`config.mk`:
```
export PLATFORM = sky130hd
export DESIGN_NAME = timed_event_queue_unit
export DESIGN_NICKNAME = d
export VERILOG_FILES = /design/src/design/teq_pkg.sv /design/src/design/teq_cell.sv /design/src/design/timed_event_queue_unit.sv
export SDC_FILE = /design/constraint.sdc
export NUM_CORES = 2
export LEC_CHECK = 0
export CAP_MARGIN = 20
export CORE_MARGIN = 5
export CORE_UTILIZATION = 55
export DETAILED_ROUTE_END_ITERATION = 8
export DONT_BUFFER_PORTS = 1
export PLACE_DENSITY = 0.79
export SYNTH_ARGS = -nofsm -noshare
export SYNTH_HDL_FRONTEND = slang
export SYNTH_HIERARCHICAL = 1
export SYNTH_SLANG_ARGS = --single-unit
```
`constraint.sdc`:
```
create_clock -name clock -period 13.5 [get_ports clock]
set_clock_uncertainty 0.2 [all_clocks]
set_input_delay 0.675 -clock clock [delete_from_list [all_inputs] [get_ports clock]]
set_output_delay 0.675 -clock clock [all_outputs]
set_load 0.05 [all_outputs]
```
`src/design/teq_pkg.sv`:
```
// shared types, codes and word layout of the timed event queue
// no dependencies; used by every module of the block
`default_nettype none

package teq_pkg;

   localparam int DEF_DEPTH     = 16;
   localparam int DEF_TIME_BITS = 32;

   // fixed field widths of the stream words
   localparam int FIELD_TIME_BITS  = 32;
   localparam int FIELD_COUNT_BITS = 5;

   // request kinds
   localparam logic [1:0] REQ_ADD   = 2'd0;
   localparam logic [1:0] REQ_DEL   = 2'd1;
   localparam logic [1:0] REQ_RUN   = 2'd2;
   localparam logic [1:0] REQ_QUERY = 2'd3;

   // cell operations
   localparam logic [1:0] CELL_HOLD   = 2'd0;
   localparam logic [1:0] CELL_INSERT = 2'd1;
   localparam logic [1:0] CELL_SHIFT  = 2'd2;

   // request word layout
   localparam int REQ_TDATA_BITS = 96;
   localparam int REQ_TIME_LSB   = 0;
   localparam int REQ_HAND_LSB   = 32;
   localparam int REQ_DATA_LSB   = 40;
   localparam int REQ_IGN_T_BIT  = 56;
   localparam int REQ_IGN_H_BIT  = 57;
   localparam int REQ_IGN_D_BIT  = 58;
   localparam int REQ_NOW_LSB    = 59;

   // result word layout
   localparam int RSP_TDATA_BITS = 64;
   localparam int RSP_HAND_LSB   = 0;
   localparam int RSP_DATA_LSB   = 8;
   localparam int RSP_NEXT_LSB   = 24;
   localparam int RSP_COUNT_LSB  = 56;
   localparam int RSP_OVF_BIT    = 61;

   typedef struct packed {
      logic [7:0]  handler;
      logic [15:0] data;
   } payload_type;

   typedef struct packed {
      logic [1:0] op;
      logic       append;
   } cell_ctl_type;

endpackage

`default_nettype wire

```
`src/design/teq_cell.sv`:
```
// one slot of the sorted event chain: time, payload and valid bit
// depends on teq_pkg
`default_nettype none

module teq_cell #(
   parameter int TIME_BITS = teq_pkg::DEF_TIME_BITS
) (
   input  wire logic                  clock,
   input  wire logic                  reset,
   input  wire teq_pkg::cell_ctl_type ctl,
   input  wire logic [TIME_BITS-1:0]  new_time,
   input  wire teq_pkg::payload_type  new_pay,
   input  wire logic [TIME_BITS-1:0]  left_time,
   input  wire teq_pkg::payload_type  left_pay,
   input  wire logic                  left_valid,
   input  wire logic                  left_keep,
   input  wire logic [TIME_BITS-1:0]  right_time,
   input  wire teq_pkg::payload_type  right_pay,
   input  wire logic                  right_valid,
   output logic [TIME_BITS-1:0]       cell_time,
   output teq_pkg::payload_type       cell_pay,
   output logic                       cell_valid,
   output logic                       cell_keep
);

   logic [TIME_BITS-1:0] time_ff, time_in;
   teq_pkg::payload_type pay_ff, pay_in;
   logic                 valid_ff, valid_in;

   // entry stays put on insert when it is not later than the new one
   assign cell_keep = valid_ff && (time_ff <= new_time);

   always_comb begin
      time_in  = time_ff;
      pay_in   = pay_ff;
      valid_in = valid_ff;
      case (ctl.op)
         teq_pkg::CELL_INSERT: begin
            if (!cell_keep) begin
               if (left_keep) begin
                  time_in  = new_time;
                  pay_in   = new_pay;
                  valid_in = 1'b1;
               end else begin
                  time_in  = left_time;
                  pay_in   = left_pay;
                  valid_in = left_valid;
               end
            end
         end
         teq_pkg::CELL_SHIFT: begin
            if (ctl.append) begin
               time_in  = new_time;
               pay_in   = new_pay;
               valid_in = 1'b1;
            end else begin
               time_in  = right_time;
               pay_in   = right_pay;
               valid_in = right_valid;
            end
         end
         default: begin
         end
      endcase
   end

   always_ff @(posedge clock) begin
      if (reset) begin
         valid_ff <= 1'b0;
      end else begin
         valid_ff <= valid_in;
      end
   end

   always_ff @(posedge clock) begin
      time_ff <= time_in;
      pay_ff  <= pay_in;
   end

   assign cell_time  = time_ff;
   assign cell_pay   = pay_ff;
   assign cell_valid = valid_ff;

endmodule

`default_nettype wire

```
`src/design/timed_event_queue_unit.sv`:
```
// Timed event queue: up to DEPTH events held in a chain of cells, sorted by due time, with
// equal times in the order they were added. Outside a rotation, cell 0 holds the earliest
// event. An add (request kind 0) inserts with every cell deciding locally whether to keep,
// take the new event or take its left neighbor; a full queue drops the add and flags
// overflow. Delete (kind 1) and run (kind 2) rotate the occupied part of the chain once
// through cell 0, one entry a cycle: delete drops matching entries on the way, run counts
// the due entries and notes the first not-due time so that every result of the run can
// report the final next_due and entry_count. Run then pops the due entries from cell 0,
// one result word per cycle while the output register can take it, the last one marked
// by rsp_tlast; with nothing due it gives one empty word. Query (kind 3) only reports
// status. One request is worked on at a time; a new one is taken once the previous one
// has put its last word in the output register. No clearing pass: only valid bits are
// reset.
// depends on teq_pkg and teq_cell
`default_nettype none

module timed_event_queue_unit #(
   parameter int DEPTH     = teq_pkg::DEF_DEPTH,
   parameter int TIME_BITS = teq_pkg::DEF_TIME_BITS
) (
   input  wire logic                               clock,
   input  wire logic                               reset,
   // request channel
   input  wire logic                               req_tvalid,
   output logic                                    req_tready,
   // due_time[31:0], handler_id[39:32], data_tag[55:40], ignore_when[56],
   // ignore_handler[57], ignore_data[58], now_time[90:59], zero fill
   input  wire logic [teq_pkg::REQ_TDATA_BITS-1:0] req_tdata,
   // req_type[1:0]
   input  wire logic [1:0]                         req_tuser,
   // result channel
   output logic                                    rsp_tvalid,
   input  wire logic                               rsp_tready,
   // fired_handler[7:0], fired_data[23:8], next_due[55:24], entry_count[60:56],
   // overflow[61], zero fill
   output logic [teq_pkg::RSP_TDATA_BITS-1:0]      rsp_tdata,
   // fired[0]
   output logic                                    rsp_tuser,
   // last_result
   output logic                                    rsp_tlast
);

   localparam int CW = $clog2(DEPTH + 1);
   localparam int IW = $clog2(DEPTH);
   localparam int FT = teq_pkg::FIELD_TIME_BITS;
   localparam int FC = teq_pkg::FIELD_COUNT_BITS;

   // sequencer states
   localparam logic [2:0] ST_IDLE   = 3'd0;
   localparam logic [2:0] ST_EXEC   = 3'd1;
   localparam logic [2:0] ST_ROTATE = 3'd2;
   localparam logic [2:0] ST_POP    = 3'd3;
   localparam logic [2:0] ST_DONE   = 3'd4;

   logic [2:0]           state_ff, state_in;
   logic [CW-1:0]        count_ff, count_in;
   logic [CW-1:0]        steps_ff, steps_in;
   logic [CW-1:0]        fire_ff, fire_in;
   logic                 found_ff, found_in;
   logic [TIME_BITS-1:0] capt_ff, capt_in;
   logic                 ovf_ff, ovf_in;

   // latched request
   logic [1:0]           kind_ff;
   logic [TIME_BITS-1:0] when_ff;
   logic [TIME_BITS-1:0] now_ff;
   teq_pkg::payload_type rpay_ff;
   logic                 ign_t_ff, ign_h_ff, ign_d_ff;

   // output register
   logic                 rsp_valid_ff, rsp_valid_in;
   logic                 rsp_last_ff, rsp_last_in;
   logic                 rsp_fired_ff, rsp_fired_in;
   teq_pkg::payload_type rsp_pay_ff, rsp_pay_in;
   logic [FT-1:0]        rsp_next_ff, rsp_next_in;
   logic [FC-1:0]        rsp_count_ff, rsp_count_in;
   logic                 rsp_ovf_ff, rsp_ovf_in;

   // chain
   logic [TIME_BITS-1:0]  cell_time [DEPTH];
   teq_pkg::payload_type  cell_pay [DEPTH];
   logic                  cell_valid [DEPTH];
   logic                  cell_keep [DEPTH];
   teq_pkg::cell_ctl_type cell_ctl [DEPTH];

   logic [1:0]           cell_op;
   logic                 rot_append;
   logic [CW-1:0]        app_cnt;
   logic [IW-1:0]        app_idx;
   logic [TIME_BITS-1:0] bcast_time;
   teq_pkg::payload_type bcast_pay;

   logic [TIME_BITS-1:0] in_when, in_now;
   logic [TIME_BITS-1:0] head_nd, nd_sel;
   logic [FT-1:0]        nd_field;
   logic [FC-1:0]        count_field;
   logic                 head_due, head_hit, rsp_free, req_accept, full;

   assign req_tready = (state_ff == ST_IDLE);
   assign req_accept = req_tvalid && req_tready;
   assign rsp_free   = !rsp_valid_ff || rsp_tready;
   assign full       = (count_ff == CW'(DEPTH));

   // times taken modulo 2^TIME_BITS, reported in 32 bits
   if (TIME_BITS <= FT) begin : g_time_narrow
      assign in_when  = req_tdata[teq_pkg::REQ_TIME_LSB +: TIME_BITS];
      assign in_now   = req_tdata[teq_pkg::REQ_NOW_LSB +: TIME_BITS];
      assign nd_field = FT'(nd_sel);
   end else begin : g_time_wide
      assign in_when  = TIME_BITS'(req_tdata[teq_pkg::REQ_TIME_LSB +: FT]);
      assign in_now   = TIME_BITS'(req_tdata[teq_pkg::REQ_NOW_LSB +: FT]);
      assign nd_field = nd_sel[FT-1:0];
   end

   if (CW >= FC) begin : g_count_wide
      assign count_field = count_ff[FC-1:0];
   end else begin : g_count_narrow
      assign count_field = FC'(count_ff);
   end

   // head of the chain
   assign head_nd  = cell_valid[0] ? cell_time[0] : '1;
   assign nd_sel   = (state_ff == ST_POP) ? capt_ff : head_nd;
   assign head_due = cell_valid[0] && (cell_time[0] <= now_ff);
   assign head_hit = (ign_t_ff || (cell_time[0] == when_ff)) &&
                     (ign_h_ff || (cell_pay[0].handler == rpay_ff.handler)) &&
                     (ign_d_ff || (cell_pay[0].data == rpay_ff.data));

   // new entries come from the request on add, from the head while rotating
   assign bcast_time = (state_ff == ST_EXEC) ? when_ff : cell_time[0];
   assign bcast_pay  = (state_ff == ST_EXEC) ? rpay_ff : cell_pay[0];
   assign app_cnt    = count_ff - CW'(1);
   assign app_idx    = app_cnt[IW-1:0];

   for (genvar i = 0; i < DEPTH; i++) begin : g_cell
      assign cell_ctl[i].op     = cell_op;
      assign cell_ctl[i].append = rot_append && (app_idx == IW'(i));

      if (i == 0) begin : g_first
         if (DEPTH > 1) begin : g_more
            teq_cell #(.TIME_BITS(TIME_BITS)) u_cell (
               .clock(clock), .reset(reset), .ctl(cell_ctl[i]),
               .new_time(bcast_time), .new_pay(bcast_pay),
               .left_time(bcast_time), .left_pay(bcast_pay),
               .left_valid(1'b1), .left_keep(1'b1),
               .right_time(cell_time[i+1]), .right_pay(cell_pay[i+1]),
               .right_valid(cell_valid[i+1]),
               .cell_time(cell_time[i]), .cell_pay(cell_pay[i]),
               .cell_valid(cell_valid[i]), .cell_keep(cell_keep[i]));
         end
      end else if (i == DEPTH - 1) begin : g_last
         teq_cell #(.TIME_BITS(TIME_BITS)) u_cell (
            .clock(clock), .reset(reset), .ctl(cell_ctl[i]),
            .new_time(bcast_time), .new_pay(bcast_pay),
            .left_time(cell_time[i-1]), .left_pay(cell_pay[i-1]),
            .left_valid(cell_valid[i-1]), .left_keep(cell_keep[i-1]),
            .right_time(bcast_time), .right_pay(bcast_pay),
            .right_valid(1'b0),
            .cell_time(cell_time[i]), .cell_pay(cell_pay[i]),
            .cell_valid(cell_valid[i]), .cell_keep(cell_keep[i]));
      end else begin : g_mid
         teq_cell #(.TIME_BITS(TIME_BITS)) u_cell (
            .clock(clock), .reset(reset), .ctl(cell_ctl[i]),
            .new_time(bcast_time), .new_pay(bcast_pay),
            .left_time(cell_time[i-1]), .left_pay(cell_pay[i-1]),
            .left_valid(cell_valid[i-1]), .left_keep(cell_keep[i-1]),
            .right_time(cell_time[i+1]), .right_pay(cell_pay[i+1]),
            .right_valid(cell_valid[i+1]),
            .cell_time(cell_time[i]), .cell_pay(cell_pay[i]),
            .cell_valid(cell_valid[i]), .cell_keep(cell_keep[i]));
      end
   end

   // sequencer
   always_comb begin
      state_in   = state_ff;
      count_in   = count_ff;
      steps_in   = steps_ff;
      fire_in    = fire_ff;
      found_in   = found_ff;
      capt_in    = capt_ff;
      ovf_in     = ovf_ff;
      cell_op    = teq_pkg::CELL_HOLD;
      rot_append = 1'b0;

      rsp_valid_in = rsp_valid_ff && !rsp_tready;
      rsp_last_in  = rsp_last_ff;
      rsp_fired_in = rsp_fired_ff;
      rsp_pay_in   = rsp_pay_ff;
      rsp_next_in  = rsp_next_ff;
      rsp_count_in = rsp_count_ff;
      rsp_ovf_in   = rsp_ovf_ff;

      case (state_ff)
         ST_IDLE: begin
            if (req_accept) begin
               state_in = ST_EXEC;
            end
         end
         ST_EXEC: begin
            ovf_in   = (kind_ff == teq_pkg::REQ_ADD) && full;
            steps_in = count_ff;
            fire_in  = '0;
            found_in = 1'b0;
            capt_in  = '1;
            state_in = ST_DONE;
            case (kind_ff)
               teq_pkg::REQ_ADD: begin
                  if (!full) begin
                     cell_op  = teq_pkg::CELL_INSERT;
                     count_in = count_ff + CW'(1);
                  end
               end
               teq_pkg::REQ_DEL, teq_pkg::REQ_RUN: begin
                  if (count_ff != '0) begin
                     state_in = ST_ROTATE;
                  end
               end
               default: begin
               end
            endcase
         end
         ST_ROTATE: begin
            // head leaves cell 0 and comes back at the tail unless it is deleted
            cell_op = teq_pkg::CELL_SHIFT;
            if (kind_ff == teq_pkg::REQ_DEL) begin
               rot_append = !head_hit;
               if (head_hit) begin
                  count_in = count_ff - CW'(1);
               end
            end else begin
               rot_append = 1'b1;
               if (head_due) begin
                  fire_in = fire_ff + CW'(1);
               end else if (!found_ff) begin
                  found_in = 1'b1;
                  capt_in  = cell_time[0];
               end
            end
            steps_in = steps_ff - CW'(1);
            if (steps_ff == CW'(1)) begin
               state_in = ST_DONE;
               if ((kind_ff == teq_pkg::REQ_RUN) && (fire_in != '0)) begin
                  count_in = count_ff - fire_in;
                  state_in = ST_POP;
               end
            end
         end
         ST_POP: begin
            if (rsp_free) begin
               cell_op      = teq_pkg::CELL_SHIFT;
               rsp_valid_in = 1'b1;
               rsp_fired_in = 1'b1;
               rsp_pay_in   = cell_pay[0];
               rsp_last_in  = (fire_ff == CW'(1));
               rsp_next_in  = nd_field;
               rsp_count_in = count_field;
               rsp_ovf_in   = 1'b0;
               fire_in      = fire_ff - CW'(1);
               if (fire_ff == CW'(1)) begin
                  state_in = ST_IDLE;
               end
            end
         end
         ST_DONE: begin
            if (rsp_free) begin
               rsp_valid_in = 1'b1;
               rsp_fired_in = 1'b0;
               rsp_pay_in   = '0;
               rsp_last_in  = 1'b1;
               rsp_next_in  = nd_field;
               rsp_count_in = count_field;
               rsp_ovf_in   = ovf_ff;
               state_in     = ST_IDLE;
            end
         end
         default: begin
            state_in = ST_IDLE;
         end
      endcase
   end

   always_ff @(posedge clock) begin
      if (reset) begin
         state_ff     <= ST_IDLE;
         count_ff     <= '0;
         steps_ff     <= '0;
         fire_ff      <= '0;
         found_ff     <= 1'b0;
         ovf_ff       <= 1'b0;
         rsp_valid_ff <= 1'b0;
      end else begin
         state_ff     <= state_in;
         count_ff     <= count_in;
         steps_ff     <= steps_in;
         fire_ff      <= fire_in;
         found_ff     <= found_in;
         ovf_ff       <= ovf_in;
         rsp_valid_ff <= rsp_valid_in;
      end
   end

   // payload registers
   always_ff @(posedge clock) begin
      capt_ff      <= capt_in;
      rsp_last_ff  <= rsp_last_in;
      rsp_fired_ff <= rsp_fired_in;
      rsp_pay_ff   <= rsp_pay_in;
      rsp_next_ff  <= rsp_next_in;
      rsp_count_ff <= rsp_count_in;
      rsp_ovf_ff   <= rsp_ovf_in;
      if (req_accept) begin
         kind_ff         <= req_tuser;
         when_ff         <= in_when;
         now_ff          <= in_now;
         rpay_ff.handler <= req_tdata[teq_pkg::REQ_HAND_LSB +: 8];
         rpay_ff.data    <= req_tdata[teq_pkg::REQ_DATA_LSB +: 16];
         ign_t_ff        <= req_tdata[teq_pkg::REQ_IGN_T_BIT];
         ign_h_ff        <= req_tdata[teq_pkg::REQ_IGN_H_BIT];
         ign_d_ff        <= req_tdata[teq_pkg::REQ_IGN_D_BIT];
      end
   end

   assign rsp_tvalid = rsp_valid_ff;
   assign rsp_tuser  = rsp_fired_ff;
   assign rsp_tlast  = rsp_last_ff;
   assign rsp_tdata  = {2'b00, rsp_ovf_ff, rsp_count_ff, rsp_next_ff,
                        rsp_pay_ff.data, rsp_pay_ff.handler};

endmodule

`default_nettype wire

```
==> impl_metrics.json <==
{
  "sw_frac_of_total_pct": 32.5,
  "avgSynthCellArea_um2": 9.57,
  "drt-initial-drc-count": 7555,
  "worst-setup-path-type": "flip-flop to flip-flop",
  "vias_in_the_first_global_route": 54110,
  "netSwitchingPower_mw": 3.22,
  "power_frac_comb_pct": 23.8,
  "report.final.setup_viol": 0,
  "critical_path_startpoint_category": "flip-flop",
  "clk-insertion-delay-late_ns": 0.74,
  "slew_violations": 57,
  "period_needed_ns": 7.08,
  "met3_length_um": 18000,
  "clkSlewWorstSetupHoldPaths_ns": 0.07,
  "htree_num_levels": 3,
  "post_synth_instance_area_um2": 67100,
  "height_of_the_die_um": 359,
  "top_signal_layer_used": "met4",
  "design_area_um2": 73700,
  "dp_worst_setup_slack_ns": 6.77,
  "post-route-period-util_pct": 52.4,
  "seq_power_share_pct": 44.2,
  "failed_checks": "slew limit",
  "detail_route.wirelength_um": 191000,
  "met2_wirelength_um": 93100,
  "power-per-cell-area_nw_per_um2": 135,
  "finalSetupTns_ns": 0,
  "wire_per_inst_um": 21.9,
  "cap_violations": 0,
  "die-width_um": 359,
  "fin_ws_ns": 6.42,
  "routedLengthMet1_um": 72600,
  "worstHoldPathType": "primary input to flip-flop",
  "boundaryPins": 170,
  "cts.path.max_buffers": 3,
  "max_slew_margin_pct": -70.3,
  "grt_antenna_before_repair": 0,
  "place_congestion": 0.892,
  "final_stage_net_count": 7640,
  "dp_hpwl_um": 130000,
  "timing.critical_path.arrival_ns": 7.45,
  "core_region_area_um2": 122000,
  "worstPathRequired_ns": 13.87,
  "overflow": 0,
  "cts_buffers": 112,
  "detail_route.drc_violations": 0,
  "synth_cells": 7009,
  "clock_sinks": 1122,
  "placement_rows": 128,
  "max-vdd-ir-drop_mv": 0.123,
  "tightest_slew_ns": 2.55,
  "io_buffer_count": 0,
  "yosys_warnings": 6,
  "fmax_mhz": 141,
  "final_antenna_net_count": 0,
  "p_clk_share_pct": 32.0,
  "via_per_inst": 6.41,
  "design.die.area_um2": 129000,
  "root_buffer": "sky130_fd_sc_hd__clkbuf_16",
  "layout.filler_cells": 9407,
  "syn_to_layout_area_delta_pct": 9.85,
  "int_power_mw": 6.69,
  "num_vias": 55757,
  "initial_core_util_pct": 55.2,
  "placed_area_um2": 68700,
  "layout.core_utilization_pct": 60.6,
  "crit_fanout": 57,
  "drive_above_1_share_pct": 7.22,
  "final-hold-violation-count": 0,
  "cts.repair_timing.setup_buffer_count": 0,
  "grt_pass1_wl_um": 297000,
  "worstSetupEndpointType": "flip-flop",
  "first_pass_iters": 6,
  "grt_max_degree": 68,
  "total_routing_usage_reported_by_global_routing_pct": 28.0,
  "holdWs_ns": 0.0635,
  "setup_repair_after_global_routing_missed_its_margin": "no",
  "outcome": "complete, but fails checks",
  "leakagePower_nw": 28.9,
  "cts_tree": "done"
}
==> layout make-up <==
cell class / count / area (um2) / share of cell area (%)
clock buffers: 148 / 3020 / 4.10
multi-input cells: 4948 / 30500 / 41.4
repair buffers: 203 / 1990 / 2.70
diodes: 1 / 2.50 / 0.00340
well taps: 1625 / 2030 / 2.76
flip-flops and latches: 1122 / 33300 / 45.2
clock inverters: 64 / 602 / 0.817
inverters: 589 / 2210 / 3.00
==> timing repair <==
item	4_1_cts	5_1_grt
endpoints found under the hold margin	114	0
hold buffers	95	0
setup endpoints to repair	0	0
resized for setup	0	0
==> worst paths after layout <==
kind / startpoint / to / slack, ns / cells after the start
setup reg to reg: state_ff[0] / g_cell[15].g_last.u_cell/cell_time[15] / 6.42 / 17
setup / recovery: state_ff[0] / g_cell[15].g_last.u_cell/cell_time[15] / 6.42 / 17
hold reg to reg: found_ff / found_ff / 0.28 / 2
hold / removal: reset / g_cell[15].g_last.u_cell/cell_valid / 0.06 / 3
==> sequential cells by signal, summed over array words and instances, names as in the netlist, 14 cells and up <==
name and cells:
rsp_next_ff 32, g_cell.g_first.g_more.u_cell/cell_time 32, now_ff 32, capt_ff 32, g_cell.g_first.g_more.u_cell/cell_pay 24, g_cell.g_last.u_cell/cell_pay 24
g_cell.g_mid.u_cell/cell_time 448, g_cell.g_last.u_cell/cell_time 32, rpay_ff 24, rsp_tdata 24, g_cell.g_mid.u_cell/cell_pay 336, g_cell.g_mid.u_cell/cell_valid 14
when_ff 32
==> worst max-delay path: stages (launching register included) <==
cell                       delay, ns
sky130_fd_sc_hd__dfxtp_1        0.69
sky130_fd_sc_hd__nor3b_2        0.26
sky130_fd_sc_hd__buf_4          0.48
sky130_fd_sc_hd__buf_4          0.69
sky130_fd_sc_hd__nand2_1        0.17
sky130_fd_sc_hd__o21ai_2        0.09
sky130_fd_sc_hd__buf_4          0.37
sky130_fd_sc_hd__inv_1          0.09
sky130_fd_sc_hd__ha_1           0.33
sky130_fd_sc_hd__nand4_1        0.22
sky130_fd_sc_hd__nor4_1         0.68
sky130_fd_sc_hd__and3b_2        0.29
sky130_fd_sc_hd__a22oi_2        0.44
sky130_fd_sc_hd__and2_1         0.28
sky130_fd_sc_hd__nand2b_2       0.66
sky130_fd_sc_hd__buf_4          0.52
sky130_fd_sc_hd__o22ai_1        0.17
sky130_fd_sc_hd__nor2_1         0.14
==> cells in the final DEF, fill, tap and decap left out, drive strengths merged, types with 47 or more instances in the layout <==
| master | n |
|---|---|
| clkbuf | 148 |
| edfxtp | 1085 |
| nand3 | 58 |
| o22ai | 898 |
| dlygate4sd3 | 95 |
| a21oi | 248 |
| ha | 562 |
| clkinv | 47 |
| a211oi | 53 |
| a31oi | 53 |
| nand2 | 325 |
| o21ai | 146 |
| nand4 | 118 |
| xnor2 | 53 |
| buf | 108 |
| and2 | 60 |
| nor2 | 1954 |
| inv | 593 |
| nand2b | 53 |
==> power groups by stage <==
stage,Clock (mW),Combinational (mW),Sequential (mW)
floorplan,0,1.67,4.38
global placement,0,2.09,4.44
detailed placement,0,2.25,4.45
CTS,3.18,2.29,4.37
global route,3.34,2.59,4.39
finish,3.18,2.36,4.38
==> stage by stage <==
stage	power (mW)	std cells
after floorplan	6.05	7014
after global placement	6.54	8374
after detailed placement	6.69	8374
after CTS	9.85	8681
after global routing	10.3	8699
final	9.91	8700
==> layer usage <==
layer  GRT usage (%)  vias up
met4            9.64        0
met5               0        -
li1                -    25268
met2            47.4     3356
met3            4.69      508
met1            36.6    26625
(Power assumes the default switching activity.)
